--- config.mk ---
export PLATFORM = sky130hd
export DESIGN_NAME = tcp_congestion_window_update
export DESIGN_NICKNAME = d
export VERILOG_FILES = /design/src/hw/rtl/tcw_pkg.sv /design/src/hw/rtl/tcw_front.sv /design/src/hw/rtl/tcw_back.sv /design/src/hw/rtl/tcp_congestion_window_update.sv
export SDC_FILE = /design/constraint.sdc
export NUM_CORES = 2
export LEC_CHECK = 0
export ABC_AREA = 1
export BUFFER_PORTS_ARGS = -buffer_cell sky130_fd_sc_hd__clkbuf_2
export CAP_MARGIN = 30
export CORE_MARGIN = 4
export CORE_UTILIZATION = 47
export DETAILED_ROUTE_END_ITERATION = 6
export GPL_ROUTABILITY_DRIVEN = 0
export MAX_ROUTING_LAYER = met4
export PLACE_DENSITY = 0.74
export RECOVER_POWER = 100
export SKIP_CTS_REPAIR_TIMING = 1
export SYNTH_ARGS = -nofsm -noshare
export SYNTH_HDL_FRONTEND = slang
export SYNTH_SLANG_ARGS = --single-unit
--- constraint.sdc ---
create_clock -name i_clk -period 6.4 [get_ports i_clk]
set_clock_uncertainty 0.2 [all_clocks]
set_input_delay 1.6 -clock i_clk [delete_from_list [all_inputs] [get_ports i_clk]]
set_output_delay 1.6 -clock i_clk [all_outputs]
set_load 0.02 [all_outputs]
--- src/hw/rtl/tcw_pkg.sv ---
// shared types, constants and helpers for the congestion window engine
package tcw_pkg;

    localparam logic [31:0] ALL_ONES            = 32'hFFFF_FFFF;
    localparam logic [31:0] BYTE_LIMIT_RESET    = 32'd2097152;
    localparam logic [31:0] INIT_WINDOW_RESET   = 32'd10;
    localparam logic [31:0] WINDOW_CLAMP_RESET  = ALL_ONES;
    localparam logic [31:0] MIN_THRESHOLD       = 32'd2;
    localparam logic [1:0]  QUEUE_DEPTH         = 2'd2;

    typedef enum logic [1:0] {
        EV_OPEN = 2'd0,
        EV_ACK  = 2'd1,
        EV_LOSS = 2'd2,
        EV_NONE = 2'd3
    } t_kind;

    typedef enum logic [1:0] {
        CFG_BYTE_LIMIT     = 2'd0,
        CFG_INITIAL_WINDOW = 2'd1,
        CFG_WINDOW_CLAMP   = 2'd2
    } t_cfg_idx;

    typedef struct packed {
        t_kind       kind;
        logic [31:0] una;
        logic [31:0] nxt;
    } t_event;

    typedef struct packed {
        logic        avail;
        t_event      ev;
    } t_evq_head;

    typedef struct packed {
        logic [31:0] byte_limit;
        logic [31:0] initial_window;
        logic [31:0] window_clamp;
    } t_cfg;

    typedef struct packed {
        logic [31:0] window;
        logic [31:0] threshold;
        logic [31:0] min_window;
        logic        turbo_on;
        logic        aggressive_on;
    } t_result;

    function automatic logic [31:0] sat_add(input logic [31:0] a, input logic [31:0] b);
        logic [32:0] s;
        s = {1'b0, a} + {1'b0, b};
        return s[32] ? ALL_ONES : s[31:0];
    endfunction

endpackage

--- src/hw/rtl/tcw_front.sv ---
// input side: accepts events, decodes the kind and queues them for execution
module tcw_front (
    input  logic               i_clk,
    input  logic               i_rst_n,
    input  logic               push,
    output logic               full,
    input  logic [1:0]         i_req_type,
    input  logic [31:0]        i_una_seq,
    input  logic [31:0]        i_next_seq,
    output tcw_pkg::t_evq_head o_head,
    input  logic               i_head_pop
);

    tcw_pkg::t_event r_q [2];
    logic [1:0]      r_cnt, n_cnt;
    logic            r_wptr, r_rptr;
    logic            w_push_ok;
    logic            w_pop_ok;
    tcw_pkg::t_event w_ev;

    always_comb begin
        w_ev.kind = tcw_pkg::t_kind'(i_req_type);
        w_ev.una  = i_una_seq;
        w_ev.nxt  = i_next_seq;
    end

    assign full      = (r_cnt == tcw_pkg::QUEUE_DEPTH);
    assign w_push_ok = push && !full;
    assign w_pop_ok  = i_head_pop && (r_cnt != 2'd0);
    assign n_cnt     = r_cnt + {1'b0, w_push_ok} - {1'b0, w_pop_ok};

    assign o_head.avail = (r_cnt != 2'd0);
    assign o_head.ev    = r_q[r_rptr];

    always_ff @(posedge i_clk) begin
        if (!i_rst_n) begin
            r_cnt  <= 2'd0;
            r_wptr <= 1'b0;
            r_rptr <= 1'b0;
        end else begin
            r_cnt <= n_cnt;
            if (w_push_ok) begin
                r_wptr <= ~r_wptr;
            end
            if (w_pop_ok) begin
                r_rptr <= ~r_rptr;
            end
        end
    end

    always_ff @(posedge i_clk) begin
        if (w_push_ok) begin
            r_q[r_wptr] <= w_ev;
        end
    end

endmodule

--- src/hw/rtl/tcw_back.sv ---
// execution side: window state update and result queue
module tcw_back (
    input  logic               i_clk,
    input  logic               i_rst_n,
    input  tcw_pkg::t_cfg      i_cfg,
    input  tcw_pkg::t_evq_head i_head,
    output logic               o_head_pop,
    output logic               empty,
    input  logic               pop,
    output tcw_pkg::t_result   o_result
);

    logic [31:0] r_cwnd, n_cwnd;
    logic [31:0] r_ssthresh, n_ssthresh;
    logic [31:0] r_ack_count, n_ack_count;
    logic [31:0] r_una_mark, n_una_mark;
    logic [31:0] r_next_mark, n_next_mark;
    logic [31:0] r_sent_total, n_sent_total;
    logic [31:0] r_acked_total, n_acked_total;
    logic        r_turbo, n_turbo;
    logic        r_aggressive, n_aggressive;

    tcw_pkg::t_result r_rq [2];
    logic [1:0]       r_cnt, n_cnt;
    logic             r_wptr, r_rptr;
    logic             w_exec;
    logic             w_pop_ok;
    logic [31:0]      w_sent_sum, w_acked_sum, w_loss_t;
    tcw_pkg::t_result w_res;

    assign w_exec     = i_head.avail && (r_cnt != tcw_pkg::QUEUE_DEPTH);
    assign o_head_pop = w_exec;
    assign w_pop_ok   = pop && (r_cnt != 2'd0);
    assign n_cnt      = r_cnt + {1'b0, w_exec} - {1'b0, w_pop_ok};
    assign empty      = (r_cnt == 2'd0);
    assign o_result   = r_rq[r_rptr];

    assign w_sent_sum  = r_sent_total + (i_head.ev.nxt - r_next_mark);
    assign w_acked_sum = r_acked_total + (i_head.ev.una - r_una_mark);
    assign w_loss_t    = r_turbo ? r_cwnd : {1'b0, r_cwnd[31:1]};

    always_comb begin
        n_cwnd        = r_cwnd;
        n_ssthresh    = r_ssthresh;
        n_ack_count   = r_ack_count;
        n_una_mark    = r_una_mark;
        n_next_mark   = r_next_mark;
        n_sent_total  = r_sent_total;
        n_acked_total = r_acked_total;
        n_turbo       = r_turbo;
        n_aggressive  = r_aggressive;
        unique case (i_head.ev.kind)
            tcw_pkg::EV_OPEN: begin
                n_cwnd        = i_cfg.initial_window;
                n_ssthresh    = tcw_pkg::ALL_ONES;
                n_ack_count   = 32'd0;
                n_sent_total  = 32'd0;
                n_acked_total = 32'd0;
                n_turbo       = 1'b1;
                n_aggressive  = 1'b1;
                n_una_mark    = i_head.ev.una;
                n_next_mark   = i_head.ev.nxt;
            end
            tcw_pkg::EV_ACK: begin
                if (r_aggressive) begin
                    n_sent_total = w_sent_sum;
                    n_next_mark  = i_head.ev.nxt;
                    n_aggressive = !(w_sent_sum > i_cfg.byte_limit);
                end
                if (r_turbo) begin
                    n_acked_total = w_acked_sum;
                    n_una_mark    = i_head.ev.una;
                    n_turbo       = !(w_acked_sum > i_cfg.byte_limit);
                end
                priority if (r_cwnd <= r_ssthresh && n_aggressive
                             && r_ssthresh == tcw_pkg::ALL_ONES) begin
                    n_cwnd = tcw_pkg::sat_add(r_cwnd, 32'd2);
                end else if (r_cwnd <= r_ssthresh) begin
                    n_cwnd = tcw_pkg::sat_add(r_cwnd, 32'd1);
                end else if (r_ack_count >= r_cwnd) begin
                    if (r_cwnd < i_cfg.window_clamp) begin
                        n_cwnd = r_cwnd + 32'd1;
                    end
                    n_ack_count = 32'd0;
                end else begin
                    n_ack_count = r_ack_count + 32'd1;
                end
            end
            tcw_pkg::EV_LOSS: begin
                n_ssthresh = (w_loss_t < tcw_pkg::MIN_THRESHOLD) ? tcw_pkg::MIN_THRESHOLD
                                                                 : w_loss_t;
            end
            default: begin
            end
        endcase
    end

    always_comb begin
        w_res.window        = n_cwnd;
        w_res.threshold     = n_ssthresh;
        w_res.min_window    = n_turbo ? tcw_pkg::sat_add(n_cwnd, 32'd1)
                                      : {1'b0, n_ssthresh[31:1]};
        w_res.turbo_on      = n_turbo;
        w_res.aggressive_on = n_aggressive;
    end

    always_ff @(posedge i_clk) begin
        if (!i_rst_n) begin
            r_cwnd        <= tcw_pkg::INIT_WINDOW_RESET;
            r_ssthresh    <= tcw_pkg::ALL_ONES;
            r_ack_count   <= 32'd0;
            r_una_mark    <= 32'd0;
            r_next_mark   <= 32'd0;
            r_sent_total  <= 32'd0;
            r_acked_total <= 32'd0;
            r_turbo       <= 1'b1;
            r_aggressive  <= 1'b1;
            r_cnt         <= 2'd0;
            r_wptr        <= 1'b0;
            r_rptr        <= 1'b0;
        end else begin
            if (w_exec) begin
                r_cwnd        <= n_cwnd;
                r_ssthresh    <= n_ssthresh;
                r_ack_count   <= n_ack_count;
                r_una_mark    <= n_una_mark;
                r_next_mark   <= n_next_mark;
                r_sent_total  <= n_sent_total;
                r_acked_total <= n_acked_total;
                r_turbo       <= n_turbo;
                r_aggressive  <= n_aggressive;
                r_wptr        <= ~r_wptr;
            end
            if (w_pop_ok) begin
                r_rptr <= ~r_rptr;
            end
            r_cnt <= n_cnt;
        end
    end

    always_ff @(posedge i_clk) begin
        if (w_exec) begin
            r_rq[r_wptr] <= w_res;
        end
    end

    a_cnt_bound: assert property (@(posedge i_clk) disable iff (!i_rst_n)
        r_cnt <= tcw_pkg::QUEUE_DEPTH)
        else $error("result queue overfilled");

    a_open_arms: assert property (@(posedge i_clk) disable iff (!i_rst_n)
        (w_exec && i_head.ev.kind == tcw_pkg::EV_OPEN)
        |=> (r_turbo && r_aggressive && r_ssthresh == tcw_pkg::ALL_ONES
             && r_sent_total == 32'd0 && r_acked_total == 32'd0))
        else $error("open event did not rearm state");

    a_loss_min: assert property (@(posedge i_clk) disable iff (!i_rst_n)
        (w_exec && i_head.ev.kind == tcw_pkg::EV_LOSS)
        |=> (r_ssthresh >= tcw_pkg::MIN_THRESHOLD && $stable(r_cwnd)))
        else $error("loss event broke threshold floor or window");

    a_stall_hold: assert property (@(posedge i_clk) disable iff (!i_rst_n)
        !w_exec |=> ($stable(r_cwnd) && $stable(r_ssthresh)))
        else $error("state changed without an executed event");

endmodule

--- src/hw/rtl/tcp_congestion_window_update.sv ---
// top level of the congestion window engine: configuration registers and queue wiring
// Takes one event per clock while full is low and returns one result per event. Events
// wait in the two-entry event queue until the result queue has room to execute them;
// each result is then registered in the result queue and can be popped. The window state
// is updated once per executed event; the sustained rate is one event per clock as long
// as results are popped. Both queues hold two entries each; with the result queue full
// and no pop the event queue fills and full rises. Configuration writes are always ready
// and take effect at once; an index past the last register is ignored.
module tcp_congestion_window_update (
    input  logic        i_clk,
    input  logic        i_rst_n,
    input  logic        push,
    output logic        full,
    input  logic [1:0]  i_req_type,
    input  logic [31:0] i_una_seq,
    input  logic [31:0] i_next_seq,
    output logic        empty,
    input  logic        pop,
    output logic [31:0] o_window,
    output logic [31:0] o_threshold,
    output logic [31:0] o_min_window,
    output logic        o_turbo_on,
    output logic        o_aggressive_on,
    input  logic        i_cfg_valid,
    output logic        o_cfg_ready,
    input  logic [1:0]  i_cfg_index,
    input  logic [31:0] i_cfg_data
);

    tcw_pkg::t_cfg      r_cfg;
    tcw_pkg::t_evq_head w_head;
    tcw_pkg::t_result   w_result;
    logic               w_head_pop;

    assign o_cfg_ready = 1'b1;

    always_ff @(posedge i_clk) begin
        if (!i_rst_n) begin
            r_cfg.byte_limit     <= tcw_pkg::BYTE_LIMIT_RESET;
            r_cfg.initial_window <= tcw_pkg::INIT_WINDOW_RESET;
            r_cfg.window_clamp   <= tcw_pkg::WINDOW_CLAMP_RESET;
        end else if (i_cfg_valid && o_cfg_ready) begin
            unique case (i_cfg_index)
                tcw_pkg::CFG_BYTE_LIMIT:     r_cfg.byte_limit     <= i_cfg_data;
                tcw_pkg::CFG_INITIAL_WINDOW: r_cfg.initial_window <= i_cfg_data;
                tcw_pkg::CFG_WINDOW_CLAMP:   r_cfg.window_clamp   <= i_cfg_data;
                default: begin
                end
            endcase
        end
    end

    tcw_front u_front (
        .i_clk      (i_clk),
        .i_rst_n    (i_rst_n),
        .push       (push),
        .full       (full),
        .i_req_type (i_req_type),
        .i_una_seq  (i_una_seq),
        .i_next_seq (i_next_seq),
        .o_head     (w_head),
        .i_head_pop (w_head_pop)
    );

    tcw_back u_back (
        .i_clk      (i_clk),
        .i_rst_n    (i_rst_n),
        .i_cfg      (r_cfg),
        .i_head     (w_head),
        .o_head_pop (w_head_pop),
        .empty      (empty),
        .pop        (pop),
        .o_result   (w_result)
    );

    assign o_window        = w_result.window;
    assign o_threshold     = w_result.threshold;
    assign o_min_window    = w_result.min_window;
    assign o_turbo_on      = w_result.turbo_on;
    assign o_aggressive_on = w_result.aggressive_on;

endmodule
==> flow_metrics.py <==
metrics = {
    "sta": {
        "setup_viol_count_final": 60,
        "tightest_slew_ns": 3.275,
        "relSlewSlack_pct": -118.4,
        "period_needed_ns": 6.574,
        "fin_hold_ws_ns": 0.2457,
        "drv_slew": 629,
        "fmax_ghz": 0.1521,
        "setup_slack_ns": -0.1737,
        "post-route-period-util_pct": 102.7,
        "hold_violations": 0,
        "grt_setup_unrepaired": "yes",
    },
    "clocking": {
        "clk_latency_ns": 0.66,
        "cts_tree": "yes",
        "numClockSinks": 660,
        "clockBufferDepth": 3,
        "clkTransAtPathRegs_ns": 0.06,
        "cts_root_buf": "clkbuf_16",
        "htree_levels": 3,
        "cts_buffers": 74,
    },
    "min_path": {
        "hp-class": "flop to flop",
        "hold_start": "u_back.r_rptr",
    },
    "placed_design": {
        "hpwl_mm": 80.30,
        "numPortBuffers": 204,
    },
    "yosys": {
        "synth-seq-cells": 660,
        "syn_area_um2": 37700,
        "seq_area_frac_synth_pct": 43.75,
        "synth_fp_nets": 4737,
        "synth_edf_count": 328,
        "yosysWarningCount": 0,
        "synth_area_per_cell_um2": 8.687,
        "synth-main-ff-cell": "dfxtp_1",
        "async_flop_share_pct": 0,
        "synth_cell_types": 65,
        "synth_cells": 4340,
    },
    "outcome": {
        "status": "complete, but fails checks",
        "violations": "DRC, capacitance limit, slew limit, setup timing",
    },
    "floorplanning": {
        "dieHeight_um": 291.2,
        "start_util_pct": 47.57,
        "die_area_um2": 84810,
        "core.rowCount": 103,
        "io_pins": 206,
        "core_area_um2": 79260,
        "die_width_um": 291.2,
    },
    "detailed_routing": {
        "wl_mm": 113.8,
        "vias_per_cell": 5.608,
        "drc": 24,
        "initialDrtViolationCount": 3583,
        "wire_per_inst_um": 19.36,
        "final_antenna_net_count": 0,
        "vias": 32950,
        "drtPass1Iterations": 7,
    },
    "worst_setup_path": {
        "start_kind": "flop",
        "crit_arrival_ns": 6.85,
        "path_common_cell": "nand2_2",
        "crit_fanout": 8,
        "worst-endpoint-required_ns": 6.68,
        "crit_path_end_kind": "flop",
        "crit_type": "flop to flop",
        "cpPeakStageDelay_ns": 0.47,
        "slowest_stage": "fa_1",
    },
    "global_routing": {
        "grt_pass1_wl_mm": 168.9,
        "grt-busiest-layer": "met2",
        "antenna_found_initial": 2,
        "met1_usage_pct": 32.38,
        "grt_util_met2_pct": 40.48,
        "grt_max_degree": 82,
        "grt_pass1_vias": 30640,
        "grt_usage_pct": 25.61,
        "grt_overflow_total": 0,
        "grtUsageMet3_pct": 4.860,
    },
    "cells_and_area": {
        "fillers": 6681,
        "multi_input_area_um2": 19710,
        "final_util_pct": 57.87,
        "regArea_um2": 16500,
        "area_growth_syn_to_layout_pct": 21.64,
        "final_common_cell": "nand2_1",
        "final_cell_mix": "nand2_1 (779), inv_1 (530), nor2_1 (331)",
        "drive_gt1_share_pct": 21.95,
        "fin_nets": 5160,
    },
    "flow_run": {
        "max_cap_viol_count": 12,
    },
}
-- worst paths after layout --
check,end,slack [ns],cells past startpoint
worst max-delay path,u_back.r_rq[1][10],-0.17,37
worst min register to register,flop,0.25,1
worst min-delay path,flop,0.25,1
worst max register to register,u_back.r_rq[1][10],-0.17,37
-- synth_stat cells (90+ instances only) --
master	instances	area share (%)
edfxtp_1	328	26
ha_1	230	7.6
clkbuf_1	128	1.3
nand2_1	843	8.4
dfxtp_1	332	18
nand3_1	156	2.1
mux2_2	98	2.9
o21ai_0	209	2.8
xor2_1	90	2.1
a21oi_1	317	4.2
inv_1	539	5.4
nor2_1	363	3.6
-- flip-flops by register name, summed over array words and instances (netlist names), 32 cells and up, named ones only --
signal and count:
u_back.r_una_mark 32, u_back.r_ssthresh 32, u_back.r_rq 196, u_front.r_q 132, u_back.r_ack_count 32, u_back.r_sent_total 32
u_back.r_next_mark 32, r_cfg 96, u_back.r_cwnd 32, u_back.r_acked_total 32
-- layer usage --
layer / vias to the layer above / wire length, µm / part of all wire [%]
met5: - / 0 / 0
met4: 0 / 6617 / 5.8
met3: 455 / 10720 / 9.4
met2: 1690 / 52300 / 46
met1: 15390 / 44130 / 39
li1: 15420 / - / -
-- layout make-up --
| class | count | share of cell area (%) |
|---|---|---|
| Clock buffer | 90 | 4.278 |
| Timing Repair Buffer | 511 | 7.759 |
| Inverter | 588 | 4.840 |
| Sequential cell | 660 | 35.99 |
| Tap cell | 1050 | 2.864 |
| Multi-Input combinational cell | 2928 | 42.98 |
| Antenna cell | 2 | 0.01091 |
| Clock inverter | 47 | 1.288 |
-- per-stage QoR --
step           cells  cell area (µm²)  setup TNS (ns)  worst slack, ns
2_1_floorplan   4340            37710               0          0.02842
3_3_place_gp    5672            41340          -8.885          -0.2340
3_5_place_dp    5676            41450          -16.21          -0.3138
4_1_cts         5813            44000          -20.45          -0.3872
5_1_grt         5876            45860          -23.80          -0.4781
6_report        5876            45860          -5.951          -0.1737
-- worst max-delay path, delay by kind of cell, from the launching register on --
family / cells / cell delay [ns]
flip-flops: 1 / 0.39
XOR/XNOR: 1 / 0.29
multiplexers: 1 / 0.27
buffers and inverters: 7 / 1.11
adder cells (fa/ha/maj): 3 / 0.96
AO/OA/AOI/OAI: 6 / 0.72
AND/OR/NAND/NOR: 19 / 2.42
-- cells by family (layout without fill, tap and decap cells) --
family | after synthesis | after routing | synth area share (%)
XOR/XNOR | 115 | 115 | 2.671
AND/OR/NAND/NOR | 1561 | 1561 | 17.83
other | 1 | 3 | 0.009946
multiplexers | 160 | 160 | 4.573
adder cells (fa/ha/maj) | 292 | 292 | 10.92
AO/OA/AOI/OAI | 799 | 799 | 12.50
flip-flops | 660 | 660 | 43.75
buffers and inverters | 752 | 1236 | 7.745
Power is not shown: default switching activity piles up to over one toggle a cycle in this logic, so the estimate is an artifact.
